$ cat config.mk
export PLATFORM = sky130hd
export DESIGN_NAME = csma_line_backoff_arbiter_unit
export DESIGN_NICKNAME = d
export VERILOG_FILES = /design/src/sv/clba_pkg.sv /design/src/sv/clba_ctrl.sv /design/src/sv/clba_rem.sv /design/src/sv/clba_dpath.sv /design/src/sv/csma_line_backoff_arbiter_unit.sv
export VERILOG_INCLUDE_DIRS = /design/src /design/src/sv
export SDC_FILE = /design/constraint.sdc
export NUM_CORES = 1
export LEC_CHECK = 0
export BUFFER_PORTS_ARGS = -buffer_cell sky130_fd_sc_hd__buf_2
export CAP_MARGIN = 20
export CORE_MARGIN = 3
export CORE_UTILIZATION = 63
export CTS_BUF_LIST = sky130_fd_sc_hd__clkbuf_8
export DETAILED_ROUTE_END_ITERATION = 16
export PLACE_DENSITY = 0.82
export SYNTH_ARGS = -nofsm -noshare
export SYNTH_HDL_FRONTEND = slang
export SYNTH_SLANG_ARGS = --single-unit
$ cat constraint.sdc
create_clock -name clk_i -period 7.1 [get_ports clk_i]
set_input_delay 0.71 -clock clk_i [delete_from_list [all_inputs] [get_ports clk_i]]
set_output_delay 0.71 -clock clk_i [all_outputs]
set_load 0.01 [all_outputs]
$ cat src/sv/csma_line_backoff_arbiter_unit_defines.svh
// Assertion macros shared by the backoff arbiter RTL.
`ifndef CSMA_LINE_BACKOFF_ARBITER_UNIT_DEFINES_SVH
`define CSMA_LINE_BACKOFF_ARBITER_UNIT_DEFINES_SVH
`ifndef SYNTHESIS
`define CLB_ASSERT(label, clk, rst_n, prop, msg) \
  label: assert property (@(posedge clk) disable iff (!rst_n) (prop)) else $error(msg);
`define CLB_ASSERT_NEXT(label, clk, rst_n, pre, post, msg) \
  label: assert property (@(posedge clk) disable iff (!rst_n) (pre) |=> (post)) \
    else $error(msg);
`else
`define CLB_ASSERT(label, clk, rst_n, prop, msg)
`define CLB_ASSERT_NEXT(label, clk, rst_n, pre, post, msg)
`endif
`endif

$ cat src/sv/clba_pkg.sv
// Shared types and constants for the backoff arbiter.
package clba_pkg;
  localparam int Stations = 4;
  localparam int QueueDepth = 16;
  localparam int StIdxW = 2;
  localparam logic [12:0] TimerMax = 13'd8191;
  localparam logic [1:0] OUT_IDLE = 2'd0;
  localparam logic [1:0] OUT_SENT = 2'd1;
  localparam logic [1:0] OUT_COLL = 2'd2;
  localparam logic CFG_FRAME_SLOTS = 1'b0;
  localparam logic CFG_ACTIVE = 1'b1;

  typedef struct packed {
    logic load;        // latch input, take arrivals, pick attempts
    logic resolve;     // apply success or collision-wide updates
    logic backoff;     // apply backoff of station st
    logic div_start;   // start remainder of station st
    logic out_load;    // copy the slot result into the output register
    logic [StIdxW-1:0] st;
  } clba_cmd_t;

  typedef struct packed {
    logic div_done;
    logic tried;       // station st attempted
    logic collision;   // more than one attempt
    logic last_st;     // st is the last active station
  } clba_sts_t;
endpackage

$ cat src/sv/clba_ctrl.sv
// Sequencer: load, resolve, walk stations for backoff after a collision, then output.
module clba_ctrl (
  input  logic clk_i,
  input  logic rst_ni,
  input  logic in_valid_i,
  output logic in_ready_o,
  output logic out_valid_o,
  input  logic out_ready_i,
  output clba_pkg::clba_cmd_t cmd_o,
  input  clba_pkg::clba_sts_t sts_i
);
  import clba_pkg::*;
  `include "csma_line_backoff_arbiter_unit_defines.svh"

  localparam logic [2:0] S_IDLE = 3'd0;
  localparam logic [2:0] S_RES  = 3'd1;
  localparam logic [2:0] S_CHK  = 3'd2;
  localparam logic [2:0] S_DIV  = 3'd3;
  localparam logic [2:0] S_OUT  = 3'd4;

  logic [2:0] state_q, state_d;
  logic [StIdxW-1:0] st_q, st_d;
  logic ov_q, ov_d;

  // Accept a word whenever idle; the output register holds the previous result
  assign in_ready_o = (state_q == S_IDLE);
  assign out_valid_o = ov_q;

  always_comb begin
    state_d = state_q;
    st_d = st_q;
    ov_d = ov_q;
    cmd_o = '0;
    cmd_o.st = st_q;
    if (ov_q && out_ready_i) ov_d = 1'b0;
    unique case (state_q)
      S_IDLE: begin
        if (in_valid_i && in_ready_o) begin
          cmd_o.load = 1'b1;
          state_d = S_RES;
        end
      end
      S_RES: begin
        cmd_o.resolve = 1'b1;
        st_d = '0;
        state_d = sts_i.collision ? S_CHK : S_OUT;
      end
      S_CHK: begin
        if (sts_i.tried) begin
          cmd_o.div_start = 1'b1;
          state_d = S_DIV;
        end else if (sts_i.last_st) begin
          state_d = S_OUT;
        end else begin
          st_d = st_q + 1'b1;
        end
      end
      S_DIV: begin
        if (sts_i.div_done) begin
          cmd_o.backoff = 1'b1;
          if (sts_i.last_st) state_d = S_OUT;
          else begin
            st_d = st_q + 1'b1;
            state_d = S_CHK;
          end
        end
      end
      S_OUT: begin
        if (!ov_q || out_ready_i) begin
          cmd_o.out_load = 1'b1;
          ov_d = 1'b1;
          state_d = S_IDLE;
        end
      end
      default: state_d = S_IDLE;
    endcase
  end

  // Advance state
  always_ff @(posedge clk_i or negedge rst_ni) begin
    if (!rst_ni) begin
      state_q <= S_IDLE;
      st_q <= '0;
      ov_q <= 1'b0;
    end else begin
      state_q <= state_d;
      st_q <= st_d;
      ov_q <= ov_d;
    end
  end

  `CLB_ASSERT(a_idle_accept, clk_i, rst_ni, !(in_ready_o && state_q != S_IDLE),
    "accept outside idle")
  `CLB_ASSERT_NEXT(a_load_res, clk_i, rst_ni, cmd_o.load, state_q == S_RES,
    "load not followed by resolve")
  `CLB_ASSERT(a_one_cmd, clk_i, rst_ni,
    $onehot0({cmd_o.load, cmd_o.resolve, cmd_o.backoff, cmd_o.div_start, cmd_o.out_load}),
    "several commands at once")
endmodule

$ cat src/sv/clba_rem.sv
// Restoring remainder unit: 16-bit dividend by 14-bit divisor, one bit a cycle.
module clba_rem (
  input  logic clk_i,
  input  logic rst_ni,
  input  logic start_i,
  input  logic [15:0] num_i,
  input  logic [13:0] den_i,
  output logic done_o,
  output logic [13:0] rem_o
);
  logic [15:0] num_q, num_d;
  logic [13:0] den_q, den_d;
  logic [14:0] rem_q, rem_d;
  logic [4:0] cnt_q, cnt_d;
  logic busy_q, busy_d;
  logic [15:0] trial;

  assign trial = {rem_q, num_q[15]} - {2'b00, den_q};
  assign done_o = busy_q && (cnt_q == 5'd0);
  assign rem_o = rem_q[13:0];

  // Shift in one dividend bit and subtract when it fits
  always_comb begin
    num_d = num_q;
    den_d = den_q;
    rem_d = rem_q;
    cnt_d = cnt_q;
    busy_d = busy_q;
    if (start_i) begin
      num_d = num_i;
      den_d = den_i;
      rem_d = '0;
      cnt_d = 5'd16;
      busy_d = 1'b1;
    end else if (busy_q) begin
      if (cnt_q == 5'd0) busy_d = 1'b0;
      else begin
        rem_d = trial[15] ? {rem_q[13:0], num_q[15]} : trial[14:0];
        num_d = {num_q[14:0], 1'b0};
        cnt_d = cnt_q - 5'd1;
      end
    end
  end

  always_ff @(posedge clk_i or negedge rst_ni) begin
    if (!rst_ni) begin
      busy_q <= 1'b0;
      cnt_q <= '0;
    end else begin
      busy_q <= busy_d;
      cnt_q <= cnt_d;
    end
  end

  always_ff @(posedge clk_i) begin
    num_q <= num_d;
    den_q <= den_d;
    rem_q <= rem_d;
  end
endmodule

$ cat src/sv/clba_dpath.sv
// Station state, line state, counters and result register.
module clba_dpath (
  input  logic clk_i,
  input  logic rst_ni,
  input  logic cfg_we_i,
  input  logic cfg_idx_i,
  input  logic [7:0] cfg_data_i,
  input  logic [3:0] arrivals_i,
  input  logic [63:0] backoff_random_i,
  input  clba_pkg::clba_cmd_t cmd_i,
  output clba_pkg::clba_sts_t sts_o,
  output logic [1:0] slot_outcome_o,
  output logic [1:0] sender_o,
  output logic line_held_o,
  output logic [3:0] excess_collision_mask_o,
  output logic [3:0] drop_mask_o,
  output logic [31:0] total_sent_slots_o,
  output logic [31:0] total_collisions_o
);
  import clba_pkg::*;

  logic [7:0] fslots_q;
  logic [2:0] active_q;
  logic [4:0] pend_q [Stations];
  logic [7:0] head_q [Stations];
  logic [12:0] wait_q [Stations];
  logic [4:0] ccnt_q [Stations];
  logic [12:0] base_q [Stations];
  logic busy_q;
  logic [StIdxW-1:0] talker_q;
  logic [31:0] sent_q, coll_q;
  logic [Stations-1:0] tried_q;
  logic [63:0] rnd_q;
  logic [3:0] drops_q, excess_q;
  logic [1:0] outc_q, sender_q;
  logic [7:0] flen;
  logic [2:0] nact;
  logic [2:0] ntries;
  logic [StIdxW-1:0] who;
  logic [15:0] r_st;
  logic [13:0] rem;
  logic div_done;
  logic [4:0] pend_a [Stations];
  logic [7:0] head_a [Stations];
  logic [Stations-1:0] try_a;

  assign flen = (fslots_q == 8'd0) ? 8'd1 : fslots_q;
  assign nact = (active_q > 3'(Stations)) ? 3'(Stations) : active_q;
  assign r_st = rnd_q[16*cmd_i.st +: 16];

  // Remainder for backoff: r mod 3 on first collision, else r mod (base+1)
  clba_rem u_rem (
    .clk_i, .rst_ni,
    .start_i(cmd_i.div_start),
    .num_i(r_st),
    .den_i((ccnt_q[cmd_i.st] == 5'd0) ? 14'd3 : {1'b0, base_q[cmd_i.st]} + 14'd1),
    .done_o(div_done),
    .rem_o(rem)
  );

  // Arrival and attempt decision per station
  always_comb begin
    ntries = '0;
    who = '0;
    for (int s = 0; s < Stations; s++) begin
      pend_a[s] = pend_q[s];
      head_a[s] = head_q[s];
      try_a[s] = 1'b0;
      if (3'(s) < nact) begin
        if (arrivals_i[s] && pend_q[s] < 5'(QueueDepth)) begin
          if (pend_q[s] == 5'd0) head_a[s] = flen;
          pend_a[s] = pend_q[s] + 5'd1;
        end
        if (wait_q[s] == 13'd0 && pend_a[s] != 5'd0 &&
            (!busy_q || talker_q == StIdxW'(s))) begin
          try_a[s] = 1'b1;
          ntries = ntries + 3'd1;
          who = StIdxW'(s);
        end
      end
    end
  end

  assign sts_o.div_done = div_done;
  assign sts_o.tried = tried_q[cmd_i.st];
  assign sts_o.collision = (outc_q == OUT_COLL);
  assign sts_o.last_st = ({1'b0, cmd_i.st} + 3'd1) >= nact;

  // Configuration writes
  always_ff @(posedge clk_i or negedge rst_ni) begin
    if (!rst_ni) begin
      fslots_q <= 8'd1;
      active_q <= 3'd4;
    end else if (cfg_we_i) begin
      if (cfg_idx_i == CFG_FRAME_SLOTS) fslots_q <= cfg_data_i;
      else active_q <= cfg_data_i[2:0];
    end
  end

  // Station and line updates
  always_ff @(posedge clk_i or negedge rst_ni) begin
    if (!rst_ni) begin
      for (int s = 0; s < Stations; s++) begin
        pend_q[s] <= '0; head_q[s] <= '0; wait_q[s] <= '0;
        ccnt_q[s] <= '0; base_q[s] <= '0;
      end
      busy_q <= 1'b0; talker_q <= '0; sent_q <= '0; coll_q <= '0;
      tried_q <= '0; drops_q <= '0; excess_q <= '0; rnd_q <= '0;
      outc_q <= OUT_IDLE; sender_q <= '0;
    end else if (cmd_i.load) begin
      rnd_q <= backoff_random_i;
      tried_q <= try_a;
      excess_q <= '0;
      sender_q <= who;
      outc_q <= (ntries == 3'd0) ? OUT_IDLE : (ntries == 3'd1) ? OUT_SENT : OUT_COLL;
      for (int s = 0; s < Stations; s++) begin
        drops_q[s] <= (3'(s) < nact) && arrivals_i[s] && pend_q[s] >= 5'(QueueDepth);
        pend_q[s] <= pend_a[s];
        head_q[s] <= head_a[s];
        if (3'(s) < nact && wait_q[s] != 13'd0) wait_q[s] <= wait_q[s] - 13'd1;
      end
    end else if (cmd_i.resolve) begin
      if (outc_q == OUT_SENT) begin
        logic [7:0] h;
        logic [4:0] p;
        h = (head_q[sender_q] > 8'd0) ? head_q[sender_q] - 8'd1 : 8'd0;
        p = pend_q[sender_q];
        if (h == 8'd0) begin
          p = p - 5'd1;
          h = (p > 5'd0) ? flen : 8'd0;
        end
        head_q[sender_q] <= h;
        pend_q[sender_q] <= p;
        ccnt_q[sender_q] <= '0;
        sent_q <= sent_q + 32'd1;
        busy_q <= (p > 5'd0);
        talker_q <= (p > 5'd0) ? sender_q : '0;
      end else begin
        sender_q <= '0;
        if (outc_q == OUT_COLL) begin
          coll_q <= coll_q + 32'd1;
          busy_q <= 1'b0;
          talker_q <= '0;
        end
      end
    end else if (cmd_i.backoff) begin
      logic [4:0] c;
      logic [13:0] b2;
      logic [13:0] w;
      logic [7:0] h;
      logic [4:0] p;
      c = ccnt_q[cmd_i.st];
      b2 = {base_q[cmd_i.st], 1'b0};
      if (b2 > {1'b0, TimerMax}) b2 = {1'b0, TimerMax};
      w = b2 + rem;
      if (w > {1'b0, TimerMax}) w = {1'b0, TimerMax};
      if (c == 5'd0) begin
        base_q[cmd_i.st] <= 13'd2 + rem[12:0];
        wait_q[cmd_i.st] <= 13'd2 + rem[12:0];
      end else if (c <= 5'd10) begin
        base_q[cmd_i.st] <= b2[12:0];
        wait_q[cmd_i.st] <= w[12:0];
      end
      if (c > 5'd16) begin
        excess_q[cmd_i.st] <= 1'b1;
        c = 5'd0;
        h = head_q[cmd_i.st];
        p = pend_q[cmd_i.st];
        if (p > 5'd0) begin
          if (h > 8'd0) h = h - 8'd1;
          if (h == 8'd0) begin
            p = p - 5'd1;
            h = (p > 5'd0) ? flen : 8'd0;
          end
        end
        head_q[cmd_i.st] <= h;
        pend_q[cmd_i.st] <= p;
      end
      ccnt_q[cmd_i.st] <= c + 5'd1;
    end
  end

  // Result register
  always_ff @(posedge clk_i) begin
    if (cmd_i.out_load) begin
      slot_outcome_o <= outc_q;
      sender_o <= (outc_q == OUT_SENT) ? sender_q : '0;
      line_held_o <= busy_q;
      excess_collision_mask_o <= excess_q;
      drop_mask_o <= drops_q;
      total_sent_slots_o <= sent_q;
      total_collisions_o <= coll_q;
    end
  end
endmodule

$ cat src/sv/csma_line_backoff_arbiter_unit.sv
// Top level of the shared-line CSMA/CD backoff arbiter.
// One input word per time slot: arrival mask and four 16-bit random draws.
// One result word per input: outcome, sender, line hold, excess and drop
// masks, and the wrapping sent-slot and collision totals.
// Both channels are valid/ready; configuration is a plain write port
// (index 0 frame_slots, index 1 active_stations), written while idle.
// An idle or send slot passes through load, resolve and output load before
// its result is valid. A collision slot walks the active stations one at a
// time: each station is checked, and each station that collided also runs
// the bit-serial remainder unit before its backoff is applied. Items are
// handled one at a time; the next word is taken the cycle after the result
// is loaded, and the remainder unit sets the worst case.
// A finished result sits in the output register; the next word can be
// accepted while it waits, but the following result holds until taken.
// Reset clears all station state, the line, counters, and sets
// frame_slots to 1 and active_stations to 4.
module csma_line_backoff_arbiter_unit (
  input  logic clk_i,
  input  logic rst_ni,
  input  logic cfg_we_i,
  input  logic cfg_idx_i,
  input  logic [7:0] cfg_data_i,
  input  logic in_valid_i,
  output logic in_ready_o,
  input  logic [3:0] arrivals_i,
  input  logic [63:0] backoff_random_i,
  output logic out_valid_o,
  input  logic out_ready_i,
  output logic [1:0] slot_outcome_o,
  output logic [1:0] sender_o,
  output logic line_held_o,
  output logic [3:0] excess_collision_mask_o,
  output logic [3:0] drop_mask_o,
  output logic [31:0] total_sent_slots_o,
  output logic [31:0] total_collisions_o
);
  import clba_pkg::*;

  clba_cmd_t cmd;
  clba_sts_t sts;

  clba_ctrl u_ctrl (
    .clk_i, .rst_ni,
    .in_valid_i, .in_ready_o,
    .out_valid_o, .out_ready_i,
    .cmd_o(cmd), .sts_i(sts)
  );

  clba_dpath u_dp (
    .clk_i, .rst_ni,
    .cfg_we_i, .cfg_idx_i, .cfg_data_i,
    .arrivals_i, .backoff_random_i,
    .cmd_i(cmd), .sts_o(sts),
    .slot_outcome_o, .sender_o, .line_held_o,
    .excess_collision_mask_o, .drop_mask_o,
    .total_sent_slots_o, .total_collisions_o
  );
endmodule
==> metrics.md <==
| Metric | Value |
|---|---|
| Min cycle time layout | 5.025 ns |
| Clock Latency Late Sink | ~0.65 ns |
| Final slew viol count | 0 |
| Vias | 21.26k |
| Vias per cell | approximately 6.5 |
| Worst setup margin | 2.075 ns |
| Synth Net Count | 2726 |
| Syn Std Cell Area | 25350 sq um |
| Post-Synthesis Cells | 2574 |
| Sink Count | roughly 470 |
| Max-Cap Viols | 0 |
| Pleak | 12.33 nW |
| Final hold violations | 0 |
| Drt first-iter violations | about 2.2k |
| Die ar. | 42680 sq um |
| Worst-Margin Slew | 1.177 ns |
| Worst-path clk slew | 0.06 ns |
| # rows | 72 |
| Post-CTS setup buffer count | 0 |
| Clock tree from TritonCTS | done |
| Required @ worst endpoint | 7.60 ns |
| Resized cells post-CTS | 0 |
| VDD IR-drop max | 0.2380 mV |
| Crit path max fanout | 31 |
| Global-route wire length before repair | between 100000 and 150000 um |
| Num CTS Buffers | between 70 and 80 |
| Wirelength, routed | about 70000 um |
| Outcome | finished, final reports clean |
| Yosys cell types | 93 |
| DRC | 0 |
| Post-synthesis sequential area ratio | 48.02% |
| Total grt overflow | 0 |
| Post-synth EDFFs | 107 |
| Ys flop type | dfrtp_1 |
| Syn avg cell area | roughly 9.8 sq um |
| Setup CP Type | reg -> reg |
| Fin Clk Skew | approximately 0.036 ns |
| Final worst hold slack | 0.1907 ns |
| Root Buffer Master | clkbuf_8 |
| Critical Path Sink Type | flop |
| # hold bufs at CTS | 0 |
| Initial antenna violation count | 1 |
| Crit path DAT | about 5.5 ns |
| Share of layout cells above drive strength 1 | between 10% and 20% |
| Final Wtd Congestion | a little over 1 |
| Ant diodes | 0 |
| Core area | 39190 sq um |
| Max Buffers Root-to-Sink | 3 |
| Chip height | 206.6 um |
| Period utilisation layout | 70.78% |
| Setup TNS | 0 ns |
| GRT Resource Usage Total | approximately a third |
| CP Launch Type | flop |
| Initial Util | about two thirds |
| H-Tree Depth | 3 |
| Vias in the first global route | between 20k and 25k |
| Die X-Extent | around 210 um |
| FFs w/ async S/R, synth | ~74% |
| I/O Buffers | 160 |
| Post-DRT Antenna Nets | 0 |
| P per Cell Area | approximately 300 nW/um^2 |
| Final net count | 2868 |
| Area Growth Syn to Fin | 11.00% |
| Largest net degree at the start of global routing | ~140 |
| Pre-CTS setup slack | roughly 2.2 ns |
| Fmax | between 150 and 200 MHz |
| RSZ-0062 raised after global routing | false |
| Io pins | ~160 |
| Wire length per cell | 21.32 um |
| Drt pass-1 iters | 6 |
| Hold/Removal Path Class | in -> async |
| DP HPWL | 49630 um |
| Fillers | 2813 |
| Endpoints failing setup | 0 |
| Relative slew slack | 20.70% |
| #FFs+latches synth | 468 |
| Yosys warns | 0 |
[Yosys cell counts (all sizes together) (54+ instances only)]
library cell	n	share of area [%]
nand2	501	7.4
dfrtp	344	34
o21ai	194	3.8
nor2	179	2.7
a21oi	121	2.4
edfxtp	107	13
clkbuf	92	1.4
xnor2	81	2.8
inv	78	1.2
nand3	73	1.5
ha	68	3.4
mux4	62	5.7
nor3	54	1.1
[worst max-delay path, stage by stage, from the launching register on]
cell,delay [ns]
dfrtp_4,0.79
mux4_2,0.74
or2_2,0.38
ha_1,0.28
a21o_1,0.11
a21oi_1,0.12
o211ai_1,0.39
nand4b_1,0.20
and3_1,0.20
or4_1,0.78
o21ai_0,0.47
o21ai_0,0.16
a22o_1,0.21
[layout by cell type, fill, tap and decap left out, types with 17 or more instances in the layout]
cell / n
dfrtp_1: 342
o21ai_0: 193
mux4_2: 51
inv_1: 106
or2_2: 19
xor2_1: 40
xnor2_1: 80
ha_1: 68
nand3_1: 72
a21oi_1: 120
and2_1: 18
edfxtp_1: 107
nor4_1: 18
a21o_1: 28
a221oi_1: 30
mux2i_1: 17
buf_4: 25
a31oi_1: 19
nor2_1: 179
nand4_1: 25
nor3_1: 52
clkbuf_8: 87
mux2_2: 28
nand2b_1: 17
nand2_1: 500
and3_1: 31
buf_2: 159
or3_1: 26
[path summary, 6_finish.rpt]
| path | start | to | slack [ns] | cells after the start |
|---|---|---|---|---|
| setup / recovery | u_ctrl.st_q[0] | u_dp.wait_q[1] | 2.07 | 12 |
| hold / removal | rst_ni | u_dp.rnd_q[38] | 0.19 | 1 |
| setup reg to reg | u_ctrl.st_q[0] | u_dp.wait_q[1] | 2.07 | 12 |
| hold reg to reg | u_dp.drops_q[2] | u_dp.drop_mask_o[2] | 0.46 | 0 |
| max in group asynchronous | rst_ni | u_dp.coll_q[0] | 5.40 | 2 |
| min in group clk_i | backoff_random_i[12] | u_dp.rnd_q[12] | 0.25 | 3 |
[cells by family (layout without fill, tap and decap cells)]
logic type / Yosys count / in the layout / synth area share (%)
xor gates and xnor gates: 121 / 121 / 4.210
muxes: 107 / 107 / 7.586
buffers and inverters: 205 / 407 / 3.213
and+or+nand+nor: 1033 / 1033 / 18.73
AOI/OAI and AO/OA: 570 / 570 / 14.72
adders and majority gates: 70 / 70 / 3.514
DFF: 468 / 468 / 48.02
[sequential cells by signal, indices dropped and copies added, names as in the netlist, 32 cells and up]
register and flops:
u_dp.coll_q 32, u_dp.head_q 32, u_dp.total_collisions_o 32, u_dp.sent_q 32
u_dp.wait_q 52, u_dp.rnd_q 64, u_dp.total_sent_slots_o 32, u_dp.base_q 52
[report_power, final]
part | switching [mW] | total, mW | internal (mW) | leakage [nW]
logic | 1.51 | 2.41 | 0.893 | 5.89
clock network | 1.09 | 2.40 | 1.31 | 0.892
registers | 0.445 | 3.73 | 3.29 | 5.55
total | 3.05 | 8.54 | 5.49 | 12.3
[metal layers]
metal	part of all wire (%)	global-route usage, %	up-vias	wire, um
li1	-	-	9601	-
met1	42	46.89	10290	29450
met2	45	50.09	1162	31440
met3	9.5	7.041	205	6698
met4	3.8	13.36	2	2638
met5	0.016	0	-	11
[cell type report]
class	count	area, sq um	area share [%]
clock buffer	87	1197	4.255
clock inverter	53	361.6	1.285
inverter	78	292.8	1.040
multi-input combinational	1901	12390	44.03
sequential	468	12180	43.28
tap	518	648.1	2.303
timing repair buffer	189	1070	3.802
[per-stage QoR]
step                util [%]  area [sq um]  power (mW)  instances
finish                 71.81         28140       8.537       3294
global route           71.81         28140       8.984       3294
CTS                    71.63         28070       8.488       3290
detailed placement     67.66         26510       6.087       3150
global placement       67.63         26500       5.982       3149
floorplan                  -         25350       5.305       2574
No activity file was read; power rests on OpenSTA's default activity.
